File: src/design/pgtb_pkg.sv
// ----------------------------------------------------------------------------
// pgtb_pkg
// Shared constants, action codes and controller/datapath interface types of
// the proportional glyph tile blitter.
// ----------------------------------------------------------------------------
`default_nettype none

package pgtb_pkg;

  // font geometry
  localparam int GLYPH_COUNT     = 96;
  localparam int MAX_GLYPH_WIDTH = 8;
  // power of two, so the font address wraps by truncation
  localparam int FONT_DEPTH      = 8192;
  localparam int MAX_ROWS        = 8;
  localparam int PAL_DEPTH       = 16;

  localparam int WIDX_W  = (GLYPH_COUNT > 1) ? $clog2(GLYPH_COUNT) : 1;
  localparam int OIDX_W  = $clog2(GLYPH_COUNT + 1);
  localparam int FONT_AW = $clog2(FONT_DEPTH);
  localparam int WIDTH_W = 4;
  localparam int ROWS_W  = 4;
  localparam int COL_W   = 3;
  localparam int OFF_W   = 10;
  localparam int COLB_W  = 11;
  // widest unreduced font address: 7 rows of strip plus offset plus column
  localparam int RAW_W   = 13;

  // tile memory layout
  localparam int TILE_PITCH    = 320;
  localparam int TILE_COL_STEP = 319;
  localparam int TILE_WRAP     = 9600;
  localparam int CHAR_FIRST    = 32;

  // output queue
  localparam int FIFO_DEPTH = 4;
  localparam int FIFO_AW    = 2;
  localparam int FIFO_CW    = 3;

  // stream widths
  localparam int IN_W  = 56;
  localparam int OUT_W = 32;

  // action codes
  localparam logic [2:0] ACT_LOAD_WIDTH = 3'd0;
  localparam logic [2:0] ACT_LOAD_FONT  = 3'd1;
  localparam logic [2:0] ACT_LOAD_PAL   = 3'd2;
  localparam logic [2:0] ACT_SET_CURSOR = 3'd3;
  localparam logic [2:0] ACT_PRINT      = 3'd4;

  typedef struct packed {
    logic accept;
    logic wr_width;
    logic print_init;
    logic issue;
    logic col_adv;
    logic last;
  } pgtb_cmd_t;

  typedef struct packed {
    logic               width_ok;
    logic               print_ok;
    logic [WIDTH_W-1:0] glyph_w;
    logic [ROWS_W-1:0]  rows;
    logic               room;
  } pgtb_sts_t;

  typedef struct packed {
    logic        last;
    logic [15:0] or_value;
    logic [15:0] addr;
  } pgtb_wr_t;

endpackage

`default_nettype wire

File: src/design/pgtb_ctrl.sv
// ----------------------------------------------------------------------------
// pgtb_ctrl
// Sequencer: request decode, width table update and the column/row walk
// over one glyph.
// ----------------------------------------------------------------------------
`default_nettype none

module pgtb_ctrl import pgtb_pkg::*; (
  input  logic      clk_i,
  input  logic      rst_ni,
  input  logic      s_valid_i,
  output logic      s_ready_o,
  input  pgtb_sts_t sts_i,
  output pgtb_cmd_t cmd_o
);

  localparam logic [1:0] S_IDLE  = 2'd0;
  localparam logic [1:0] S_WIDTH = 2'd1;
  localparam logic [1:0] S_PREP  = 2'd2;
  localparam logic [1:0] S_PRINT = 2'd3;

  logic [1:0]       state_q, state_d;
  logic [COL_W-1:0] col_q, col_d;
  logic [COL_W-1:0] row_q, row_d;
  logic             col_end;
  logic             row_end;

  assign col_end   = ({1'b0, col_q} == (sts_i.glyph_w - WIDTH_W'(1)));
  assign row_end   = ({1'b0, row_q} == (sts_i.rows - ROWS_W'(1)));
  assign s_ready_o = (state_q == S_IDLE);

  always_comb begin
    cmd_o   = '0;
    state_d = state_q;
    col_d   = col_q;
    row_d   = row_q;
    case (state_q)
      S_IDLE: begin
        cmd_o.accept = s_valid_i;
        if (s_valid_i) begin
          if (sts_i.width_ok) begin
            state_d = S_WIDTH;
          end else if (sts_i.print_ok) begin
            state_d = S_PREP;
          end
        end
      end
      S_WIDTH: begin
        cmd_o.wr_width = 1'b1;
        state_d        = S_IDLE;
      end
      S_PREP: begin
        cmd_o.print_init = 1'b1;
        col_d            = '0;
        row_d            = '0;
        state_d          = S_PRINT;
      end
      S_PRINT: begin
        if (sts_i.glyph_w == '0) begin
          state_d = S_IDLE;
        end else if (sts_i.rows == '0) begin
          // zero height: cursor still steps once per column
          cmd_o.col_adv = 1'b1;
          col_d         = col_q + COL_W'(1);
          if (col_end) begin
            state_d = S_IDLE;
          end
        end else if (sts_i.room) begin
          cmd_o.issue = 1'b1;
          cmd_o.last  = col_end && row_end;
          if (row_end) begin
            cmd_o.col_adv = 1'b1;
            row_d         = '0;
            col_d         = col_q + COL_W'(1);
            if (col_end) begin
              state_d = S_IDLE;
            end
          end else begin
            row_d = row_q + COL_W'(1);
          end
        end
      end
      default: begin
        state_d = S_IDLE;
      end
    endcase
  end

  always_ff @(posedge clk_i or negedge rst_ni) begin
    if (!rst_ni) begin
      state_q <= S_IDLE;
      col_q   <= '0;
      row_q   <= '0;
    end else begin
      state_q <= state_d;
      col_q   <= col_d;
      row_q   <= row_d;
    end
  end

`ifndef SYNTH
  a_issue_room: assert property (@(posedge clk_i) disable iff (!rst_ni)
    cmd_o.issue |-> (state_q == S_PRINT) && sts_i.room)
    else $error("pixel issued without queue room");

  a_last_idle: assert property (@(posedge clk_i) disable iff (!rst_ni)
    (cmd_o.issue && cmd_o.last) |=> (state_q == S_IDLE))
    else $error("glyph walk continued after last write");

  a_print_prep: assert property (@(posedge clk_i) disable iff (!rst_ni)
    (cmd_o.accept && sts_i.print_ok && !sts_i.width_ok) |=> (state_q == S_PREP))
    else $error("valid print request not started");
`endif

endmodule

`default_nettype wire

File: config.mk
export PLATFORM = sky130hd
export DESIGN_NAME = pgtb_ctrl
export DESIGN_NICKNAME = d
export VERILOG_FILES = /design/src/design/pgtb_pkg.sv /design/src/design/pgtb_ctrl.sv
export SDC_FILE = /design/constraint.sdc
export NUM_CORES = 1
export LEC_CHECK = 0
export BUFFER_PORTS_ARGS = -buffer_cell sky130_fd_sc_hd__clkbuf_2
export CAP_MARGIN = 20
export CORE_ASPECT_RATIO = 0.9
export CORE_MARGIN = 2
export CORE_UTILIZATION = 39
export CTS_BUF_LIST = sky130_fd_sc_hd__clkbuf_4
export DETAILED_ROUTE_END_ITERATION = 16
export GPL_ROUTABILITY_DRIVEN = 1
export PLACE_DENSITY = 0.7
export REMOVE_ABC_BUFFERS = 1
export SETUP_SLACK_MARGIN = 0.2
export SLEW_MARGIN = 20
export SYNTH_ARGS = -nofsm -noshare
export SYNTH_HDL_FRONTEND = slang
export SYNTH_SLANG_ARGS = --single-unit
File: constraint.sdc
create_clock -name clk_i -period 2.4 [get_ports clk_i]
set_clock_uncertainty 0.1 [all_clocks]
set_input_delay 0.24 -clock clk_i [delete_from_list [all_inputs] [get_ports clk_i]]
set_output_delay 0.24 -clock clk_i [all_outputs]
set_load 0.02 [all_outputs]
==> After elaboration in Yosys (flattened, before gate mapping) <==
Index checks and enable logic that the tools add are counted.
W data, S select, Z words.
{ "word_totals": {"register_bits": 8, "elab_cells": 58, "input_bits": 14, "out_inout_bits": 7} }
{ "op_classes": {"eq_ne": 14, "mux": 29, "n_reduce_logical": 8, "n_addsub": 4} }
{ "ops": {"columns": ["op", "n"], "rows": [
  ["$mux W3", 11],
  ["$mux W2", 8],
  ["$pmux W3 S2", 2],
  ["$reduce_and A4 Y1", 3],
  ["$eq A3 B4 Y1", 2],
  ["$logic_not A4 Y1", 2],
  ["$ne A2 B2 Y1 const B", 4],
  ["$ne A4 B4 Y1 const B", 2],
  ["$pmux W2 S4", 1],
  ["$sub A4 B1 Y4 const B", 2],
  ["$mux W1", 7],
  ["$add A3 B1 Y3 const B", 2],
  ["$ne A3 B3 Y1 const B", 2],
  ["$eq A2 B2 Y1 const B", 2],
  ["$ne A3 B1 Y1 const B", 1],
  ["$eq A2 B1 Y1 const B", 1],
  ["$logic_not A2 Y1", 1],
  ["$reduce_bool A2 Y1", 1],
  ["$logic_and A1 B1 Y1", 1]
]} }

==> Logic depth before layout (Yosys ltp) <==
Gate-level depths: netlist of the first run.
{ "logic_depth": {"word_depth": 8, "ltp_mapped": 7} }

==> Worst setup path after synthesis of the first run <==
No wires, ideal clock.
{ "synth_path": {"path_type": "register to output", "startpoint": "reg state_q[1]", "endpoint": "out cmd_o[0] (netlist bit)", "path_stages_with_launch": 5, "arrival_ps": 1762, "slack_ps": 298, "n_path_buf": 1, "path_cell_list": "dfrtp_1 clkbuf_1 nand2_1 or4b_1 nor3_1"} }
{ "synth_rtl": {"columns": ["element", "line_no", "rtl"], "rows": [
  ["start, declared", "pgtb_ctrl.sv:22", "logic [1:0] state_q, state_d;"],
  ["start signal, assigned", "pgtb_ctrl.sv:95", "state_q <= state_d;"],
  ["end, declared", "pgtb_ctrl.sv:14", "output pgtb_cmd_t cmd_o"]
]} }

==> run metrics, run 1 <==
Lkg Pwr 0.4435 nW; critical path depth 7; Distinct cells, synth 37; H-Tree Depth 1; Critical Path Sink cmd_o[0]; vias in the first global route between 600 and 700; max-slew violations 0; worst path bufs/invs 3; Crit path max-delay family simple AND/OR/NAND/NOR gates; maximum buffer depth of the clock tree 2; core region area about 1700 um2; Final setup viols 0; reg2reg end col_q[2]; Initial Util 0.4286; antenna-violating nets left 0; fin crit period 2116 ps; PortBufs 20; setup tns final 0 ps; Peak VDD IR 0.4575 mV; largest net degree at the start of global routing 11; leading area contributor after synthesis dfrtp_1; critical path cell sequence buf_2, inv_2, ha_1, nor3b_1, or4b_4, nor3_1, buf_2; first-pass GRT wire length about 2.8 mm; critical path arrival ~1800 ps; yosys warns 0; Synth top area share 0.2721; worst slack at placement between 200 and 250 ps; synthesized area between 700 and 800 um2; commonest cells after routing, fill and taps aside clkbuf_2, nand2_1, inv_1; syn avg cell area about 7.9 um2; fin nets 137; synthesis-stage register bit count 8; clock network latency to the later pin of the worst-skew pair 250 ps; Crit Path Class in2out; clock sink count 8; DR iter-0 viols 13; status complete, no violations; maximum clock frequency roughly 470 MHz; Hold Vio Cnt, Final 0; Hold Crit Class in2reg; Max-cap violations 0; Worst EP required 2060 ps; critical path startpoint sts_i[1]; vias per inst approximately 5.3; Least-Margin Pin Slew 428.6 ps; # diodes 0; RSZ-0062 raised after global routing no; gr ovfl total 0; IO Pins 21; final setup margin 284.4 ps; FF-to-FF path depth 5; synth-to-layout area growth 27.04%; commonest non-fill, non-tap cell in the layout clkbuf_2; peak fanout along the critical path 5; reg2reg setup slack 670 ps; clock transition at the registers of the reported paths 50 ps; GRT Util Overall 0.1690; CTS tree built; vias 735; DRT Pass-1 Iters 4; DRT Wirelength 1.601 mm; drt drc 0; Mapped Cells 93; max_slew headroom 0.7136; chip width 49.78 um; Cell Rows 14; CP startpoint kind primary input; fraction of layout cells with a size suffix above 1 0.3043; Critical Path Slowest Stage Cell or4b_4; sequential element share of the synthesized area 0.2721; WHS Path Cells 3; DPL Wire Length 1.339 mm; final worst path period share 0.8815; DR WL/cell 11.52 um; total CTS buffers 3; initial antenna violation count 0; max incr delay on CP 580 ps; dominant cells by area after synthesis dfrtp_1, ha_1, inv_1; Die Height 45.21 um; PD cells ~740 nW/um2; Die Area 2250 um2; GPL Wtd Cong 0.7940; Most Frequent Cell on Critical Path buf_2; post-CTS setup buffer count 0; Root Driver clkbuf_4; Worst setup EP type primary output; Reg-to-Reg Start row_q[2]
==> worst min path at each step <==
stage,slack [ps],startpoint,endpoint
after detailed placement,-6,rst_ni,row_q[0]
after global routing,220,sts_i[9],state_q[1]
final,200,sts_i[10],state_q[0]
after global placement,-8,rst_ni,row_q[0]
after CTS,200,sts_i[9],state_q[1]
after floorplan,-160,rst_ni,col_q[0]
==> per-stage QoR <==
stage	hold WS [ps]	utilization	area, um2	total power, W	instances
finish	204.5	0.5445	934.6	0.0006937	139
global route	219.3	0.5445	934.6	0.0007675	139
CTS	198.6	0.5204	893.4	0.0006852	139
detailed placement	-5.927	0.5000	858.3	0.0005753	135
global placement	-7.835	0.5000	858.3	0.0005689	135
floorplan	-155.6	-	728.2	0.0004707	91
==> per-layer routing <==
metal / vias to the layer above / routed length [um] / GRT usage
met5: - / 0 / 0
met1: 346 / 734 / 0.1975
met3: 2 / 70 / 0.03311
met2: 15 / 779 / 0.2853
li1: 372 / - / -
met4: 0 / 17 / 0.1167
==> worst reg2reg max path: stages (launching register included) <==
cell	delay [ps]
dfrtp_1	430
xnor2_2	170
nor3b_1	270
a31oi_1	180
and2_4	200
a311oi_1	280
==> synthesized netlist by cell type <==
cell       count
nor2_1         5
nand2_1       10
o21ai_0        2
a21o_1         1
or3_1          1
or4b_1         1
a311oi_1       1
nor2b_1        1
o22ai_1        2
a2bb2oi_1      1
or3b_1         1
inv_1         10
and2_1         2
and2_4         1
o21a_1         1
nor3b_1        4
o31ai_1        1
nand3_1        4
nand2_2        1
a21oi_1        3
or2_1          1
dfrtp_1        8
ha_1           6
nor4b_1        1
inv_2          1
o211ai_1       1
nor3_1         3
clkbuf_1       2
nor4_1         1
o21ai_1        3
nor4bb_1       1
o32ai_1        2
or3_4          1
xnor2_1        2
a31oi_1        2
xor2_1         4
nand2b_1       1
==> area by class of cell <==
cell class              count  area (um2)
repair buffers             21       112.6
fillers                   184       782.0
flip-flops and latches      8       202.7
multi-input cells          72       525.5
inverters                  11       41.29
well taps                  24       30.03
clock buffers               3       22.52
==> state kept, by name (all words and copies together) (netlist names) <==
register	count
row_q	3
col_q	3
state_q	2
==> cell families (layout without fill, tap and decap cells) <==
logic type      after synthesis  in the layout  synth area share
buf+inv                      13             35           0.06633
fa+ha+maj                     6              6            0.1020
simple gates                 40             40            0.3113
flops                         8              8            0.2721
xor+xnor                      6              6           0.07143
compound gates               20             20            0.1769
==> timing repair <==
action | 4_1_cts | 5_1_grt
hold buffers | 1 | 0
setup endpoints to repair | 1 | 2
gates resized for setup | 2 | 10
endpoints found under the hold margin | 8 | 0
==> report_power, final <==
group / switching, W / internal, W / leakage (nW)
Clock: 0.0000412 / 0.0000569 / 0.0138
Combinational: 0.000200 / 0.000149 / 0.328
Sequential: 0.0000702 / 0.000177 / 0.101
Note: power is estimated with default switching activity, not from simulation.
==> run 2, diff against run 1 <==
--- a/config.mk
+++ b/config.mk
@@ -7,13 +7,12 @@
 export LEC_CHECK = 0
 export BUFFER_PORTS_ARGS = -buffer_cell sky130_fd_sc_hd__clkbuf_2
 export CAP_MARGIN = 20
-export CORE_ASPECT_RATIO = 0.9
 export CORE_MARGIN = 2
-export CORE_UTILIZATION = 39
+export CORE_UTILIZATION = 53
 export CTS_BUF_LIST = sky130_fd_sc_hd__clkbuf_4
 export DETAILED_ROUTE_END_ITERATION = 16
 export GPL_ROUTABILITY_DRIVEN = 1
-export PLACE_DENSITY = 0.7
+export PLACE_DENSITY = 0.88
 export REMOVE_ABC_BUFFERS = 1
 export SETUP_SLACK_MARGIN = 0.2
 export SLEW_MARGIN = 20
==> run 2 against run 1 <==
Clock power decreased by 1%. Sequential share of layout area increased by 1.0 points. First-iteration DRC count decreased by 15%. Worst setup slack got worse by 7.2 ps. Register-to-register slack got worse by 70 ps. Maximum frequency decreased by 0.34%. Die area decreased by 24%. Combinational power decreased by 1%. Total power decreased by 1.0%. Sequential power about the same. Routed wire length increased by 1.6%. Final cell count decreased by 6.5%.
==> run metrics, run 2 (synthesized netlist as in run 1, its figures left out) <==
chip width 41.26 um (-17%); final setup margin 277.1 ps (-7.245 ps); max incr delay on CP 400 ps (-180 ps); DRT Wirelength 1.626 mm (+1.6%); Worst setup EP type primary output; clock transition at the registers of the reported paths 50 ps (about the same); Post-Layout Cell Count 130 (-6.5%); setup tns final 0 ps (unchanged); vias 734 (-0.14%); DRT Pass-1 Iters 4 (unchanged); H-Tree Depth 1 (unchanged); placed cells 126 (-6.7%); peak fanout along the critical path 4 (-1); Least-Margin Pin Slew 404.0 ps (-24.60 ps); status complete, no violations; post-CTS setup buffer count 0 (unchanged); drt drc 0 (unchanged); # diodes 0 (unchanged); Crit Path Class in2out; Die Area 1702 um2 (-24%); worst slack at placement 235.7 ps (+11.71 ps); GRT Util Overall 0.2376 (+0.06866); Die Height 41.26 um (-8.7%); max-slew violations 0 (unchanged); RSZ-0062 raised after global routing yes; Placement Cell Area 847.1 um2 (-1.3%); Non-Filler Cell Area, Final 893.4 um2 (-4.4%); maximum clock frequency 471.1 MHz (-0.34%); top flop regs col_q (3), row_q (3), state_q (2); core region area 1301 um2 (-24%); CTS tree built; Max-cap violations 0 (unchanged); PortBufs 20 (unchanged); Final Util 0.6865 (+0.1421); first-pass GRT wire length 2.573 mm (-7.9%); critical path arrival 1780 ps (about the same); clock sink count 8 (unchanged); Initial Util 0.5654 (+0.1368); IO Pins 21 (unchanged); gr ovfl total 0 (unchanged); vias per inst 5.646 (+6.8%); total CTS buffers 3 (unchanged); GPL Wtd Cong 0.7232 (-8.9%); Hold Vio Cnt, Final 0 (unchanged); Crit path max-delay family simple AND/OR/NAND/NOR gates; Lkg Pwr 0.4361 nW (-1.7%); initial antenna violation count 0 (unchanged); DR iter-0 viols 11 (-2); PD cells 768.7 nW/um2 (+3.6%); fraction of layout cells with a size suffix above 1 0.2696 (-0.03478); maximum buffer depth of the clock tree 2 (unchanged); Root Driver clkbuf_4; largest net degree at the start of global routing 11 (unchanged); fin crit period 2123 ps (+7.245 ps); vias in the first global route 665 (-4.7%); Peak VDD IR 0.4793 mV (+4.8%); CP startpoint kind primary input; synth-to-layout area growth 21.43%; final worst path period share 0.8845 (+0.003019); Hold Crit Class in2reg; antenna-violating nets left 0 (unchanged); max_slew headroom 0.7301 (+0.01643); Most Frequent Cell on Critical Path clkbuf_2; fin nets 137 (unchanged); worst path bufs/invs 3 (unchanged); commonest non-fill, non-tap cell in the layout clkbuf_2; Worst EP required 2060 ps (about the same); DR WL/cell 12.51 um (+8.6%); clock network latency to the later pin of the worst-skew pair 250 ps (about the same); Final setup viols 0 (unchanged); critical path cell sequence clkbuf_2, inv_1, ha_1, xor2_2, nand2_2, or3_4, and2_4, nor2_1, clkbuf_2; commonest cells after routing, fill and taps aside clkbuf_2, inv_1, nand2_1; DPL Wire Length 1.322 mm (-1.3%); Filler cells 112 (-39%); Cell Rows 13 (-1); Critical Path Slowest Stage Cell or3_4
## run 2: final cells by class
type | count | area [um2] | area share
Clock buffer | 3 | 22.52 | 0.02521
Timing Repair Buffer | 21 | 110.1 | 0.1232
Inverter | 11 | 41.29 | 0.04622
Sequential cell | 8 | 202.7 | 0.2269
Tap cell | 15 | 18.77 | 0.02101
Multi-Input combinational cell | 72 | 498.0 | 0.5574
## run 2: timing repair
item | in CTS | in global routing
hold buffers | 1 | 0
resized for setup | 2 | 2
endpoints found under the hold margin | 8 | 0
endpoints found under the setup margin | 1 | 2
## run 2: through the flow
step,hold slack [ps],power [W]
3_5_place_dp,-6.877,0.0005760
4_1_cts,194.5,0.0006861
2_1_floorplan,-155.6,0.0004707
3_3_place_gp,-7.006,0.0005648
6_report,202.2,0.0006867
5_1_grt,223.9,0.0007448
## run 2: metal layers
layer  track usage  vias to the layer above  routed length (um)  part of all wire
met5             0                        -                   0                 0
met4        0.1371                        0                  21             0.013
met3       0.04348                        4                 109             0.067
met2        0.4102                       27                 820              0.50
met1        0.2700                      330                 674              0.41
li1              -                      373                   -                 -
## run 2: worst paths after layout
path                                 from    endpoint  slack (ps)  depth (start not counted)
worst max-delay path             sts_i[1]    cmd_o[1]         280                          9
worst min-delay path            sts_i[10]  state_q[0]         200                          3
worst max register to register   row_q[2]    col_q[2]         600                          5
worst min register to register   row_q[0]    row_q[0]         430                          1
max in group asynchronous          rst_ni  state_q[1]        1750                          2
min in group asynchronous          rst_ni    row_q[0]         260                          2
## run 2: tightest hold or removal path: stages
cell	delay, ps
clkbuf_2	90
a21oi_1	60
o22ai_1	110
## run 2: report_power, final
part / switching (W) / internal [W]
logic: 0.000203 / 0.000140
registers: 0.0000691 / 0.000177
clock network: 0.0000401 / 0.0000568
total: 0.000312 / 0.000374
==> run 3, diff against run 2 <==
--- a/config.mk
+++ b/config.mk
@@ -7,12 +7,13 @@
 export LEC_CHECK = 0
 export BUFFER_PORTS_ARGS = -buffer_cell sky130_fd_sc_hd__clkbuf_2
 export CAP_MARGIN = 20
+export CORE_ASPECT_RATIO = 0.9
 export CORE_MARGIN = 2
-export CORE_UTILIZATION = 53
+export CORE_UTILIZATION = 45
 export CTS_BUF_LIST = sky130_fd_sc_hd__clkbuf_4
 export DETAILED_ROUTE_END_ITERATION = 16
 export GPL_ROUTABILITY_DRIVEN = 1
-export PLACE_DENSITY = 0.88
+export PLACE_DENSITY = 0.78
 export REMOVE_ABC_BUFFERS = 1
 export SETUP_SLACK_MARGIN = 0.2
 export SLEW_MARGIN = 20
==> run 3 against run 2 <==
Clock-buffer cell count is the same. Sequential power down 5%. Sequential share of layout area fell by 1.4 points. First-iteration DRC count is 140% higher. Utilization decreased by 5.1 points. Design area grew 6.4%. Global-route usage shrank 4.8 points. Largest cell class unchanged. Largest power group unchanged. Highest routed layer unchanged.
==> run metrics, run 3 (synthesized netlist as in run 1, its figures left out) <==
fraction of layout cells with a size suffix above 1 0.3276 (+0.05802); Lkg Pwr 0.4498 nW (+3.1%); Worst setup EP type primary output; DPL Wire Length 1.378 mm (+4.2%); clock network latency to the later pin of the worst-skew pair 240 ps (about the same); largest net degree at the start of global routing 11 (unchanged); DRT Wirelength 1.829 mm (+12%); synth-to-layout area growth 29.25%; Hold Vio Cnt, Final 0 (unchanged); initial antenna violation count 0 (unchanged); commonest cells after routing, fill and taps aside clkbuf_2, nand2_1, inv_1; Hold Crit Class in2reg; peak fanout along the critical path 4 (unchanged); total power 0.0007148 W (+4.1%); top flop regs col_q (3), row_q (3), state_q (2); vias in the first global route 684 (+2.9%); maximum clock frequency 469.7 MHz (-0.30%); GRT Util Overall 0.1895 (-0.04815); DR WL/cell 13.25 um (+6.0%); final worst path period share 0.8871 (+0.002621); max incr delay on CP 400 ps (about the same); Peak VDD IR 0.7554 mV (+58%); max_slew headroom 0.7082 (-0.02184); DR iter-0 viols 26 (+15); Final Util 0.6355 (-0.05109); status complete, no violations; commonest non-fill, non-tap cell in the layout clkbuf_2; antenna-violating nets left 0 (unchanged); GPL Wtd Cong 0.8108 (+12%); multi-input logic area 536.8 um2 (+7.8%); PD cells 751.7 nW/um2 (-2.2%); PortBufs 20 (unchanged); IO Pins 21 (unchanged); Final setup viols 0 (unchanged); Crit Path Class in2out; Least-Margin Pin Slew 436.7 ps (+32.69 ps); Crit path max-delay family simple AND/OR/NAND/NOR gates; Filler cells 146 (+30%); Cell Rows 13 (unchanged); vias 775 (+5.6%); maximum buffer depth of the clock tree 2 (unchanged); vias per inst 5.616 (-0.54%); # diodes 0 (unchanged); CTS tree built; Worst EP required 2060 ps (about the same); fin nets 138 (+0.73%); core region area 1496 um2 (+15%); critical path cell sequence clkbuf_2, inv_2, ha_4, xor2_2, nand2_2, or3_4, and2_4, nor2_1, buf_4; critical path arrival 1790 ps (about the same); Root Driver clkbuf_4; DRT Pass-1 Iters 4 (unchanged); RSZ-0062 raised after global routing no; H-Tree Depth 1 (unchanged); total CTS buffers 3 (unchanged); Critical Path Slowest Stage Cell or3_4; Max-cap violations 0 (unchanged); gr ovfl total 0 (unchanged); CP startpoint kind primary input; first-pass GRT wire length 2.718 mm (+5.6%); drt drc 0 (unchanged); clock sink count 8 (unchanged); Die Height 42.36 um (+2.7%); max-slew violations 0 (unchanged); setup tns final 0 ps (unchanged); fin crit period 2129 ps (+6.290 ps); reg2reg setup slack 620 ps (+20 ps); clock transition at the registers of the reported paths 50 ps (about the same); register area 202.7 um2 (unchanged); Initial Util 0.4916 (-0.07375); Die Area 1975 um2 (+16%); chip width 46.62 um (+13%); worst path bufs/invs 3 (unchanged)
[run 3: worst paths after layout]
path                         endpoint  cells past startpoint       from
max                          cmd_o[1]                      9   sts_i[1]
min in group asynchronous    col_q[1]                      2     rst_ni
min                        state_q[0]                      3  sts_i[10]
min reg2reg                  row_q[0]                      1   row_q[0]
max in group asynchronous    row_q[0]                      2     rst_ni
max reg2reg                  col_q[2]                      5   row_q[1]
[run 3: per-stage QoR]
stage               std cells  setup slack (ps)  hold slack, ps  cell area [um2]
floorplan                  91             326.5          -155.6            728.2
global placement          134             281.4          -4.524            863.3
detailed placement        134             219.7          -5.735            863.3
CTS                       138             211.7           203.2            897.1
global route              138             177.0           215.2            950.9
finish                    138             270.8           207.7            950.9
[run 3: worst min-delay path: stages]
cell and delay [ps]:
clkbuf_2 90, a21oi_1 60, o22ai_1 110
[run 3: timing repair]
action,in CTS,in global routing
resized for setup,1,12
hold buffers,1,0
pin swaps,0,1
endpoints found under the hold margin,8,0
setup buffers,0,0
setup endpoints to repair,1,2
[run 3: area by class of cell]
type                    instances  share of cell area
inverters                      11             0.04342
repair buffers                 22              0.1263
multi-input cells              72              0.5645
clock buffers                   3             0.02368
flip-flops and latches          8              0.2132
well taps                      22             0.02895
[run 3: routing by layer]
metal / wire length [um] / track usage / up-vias / part of all wire
met5: 0 / 0 / - / 0
met4: 25 / 0.08333 / 0 / 0.014
met3: 89 / 0.03879 / 5 / 0.049
met2: 907 / 0.3000 / 26 / 0.50
met1: 806 / 0.2427 / 369 / 0.44
li1: - / - / 375 / -
[run 3: report_power, final]
part / internal (W) / switching (W) / total (W)
Clock: 0.0000567 / 0.0000382 / 0.0000949
Combinational: 0.000161 / 0.000226 / 0.000387
Sequential: 0.000176 / 0.0000568 / 0.000233
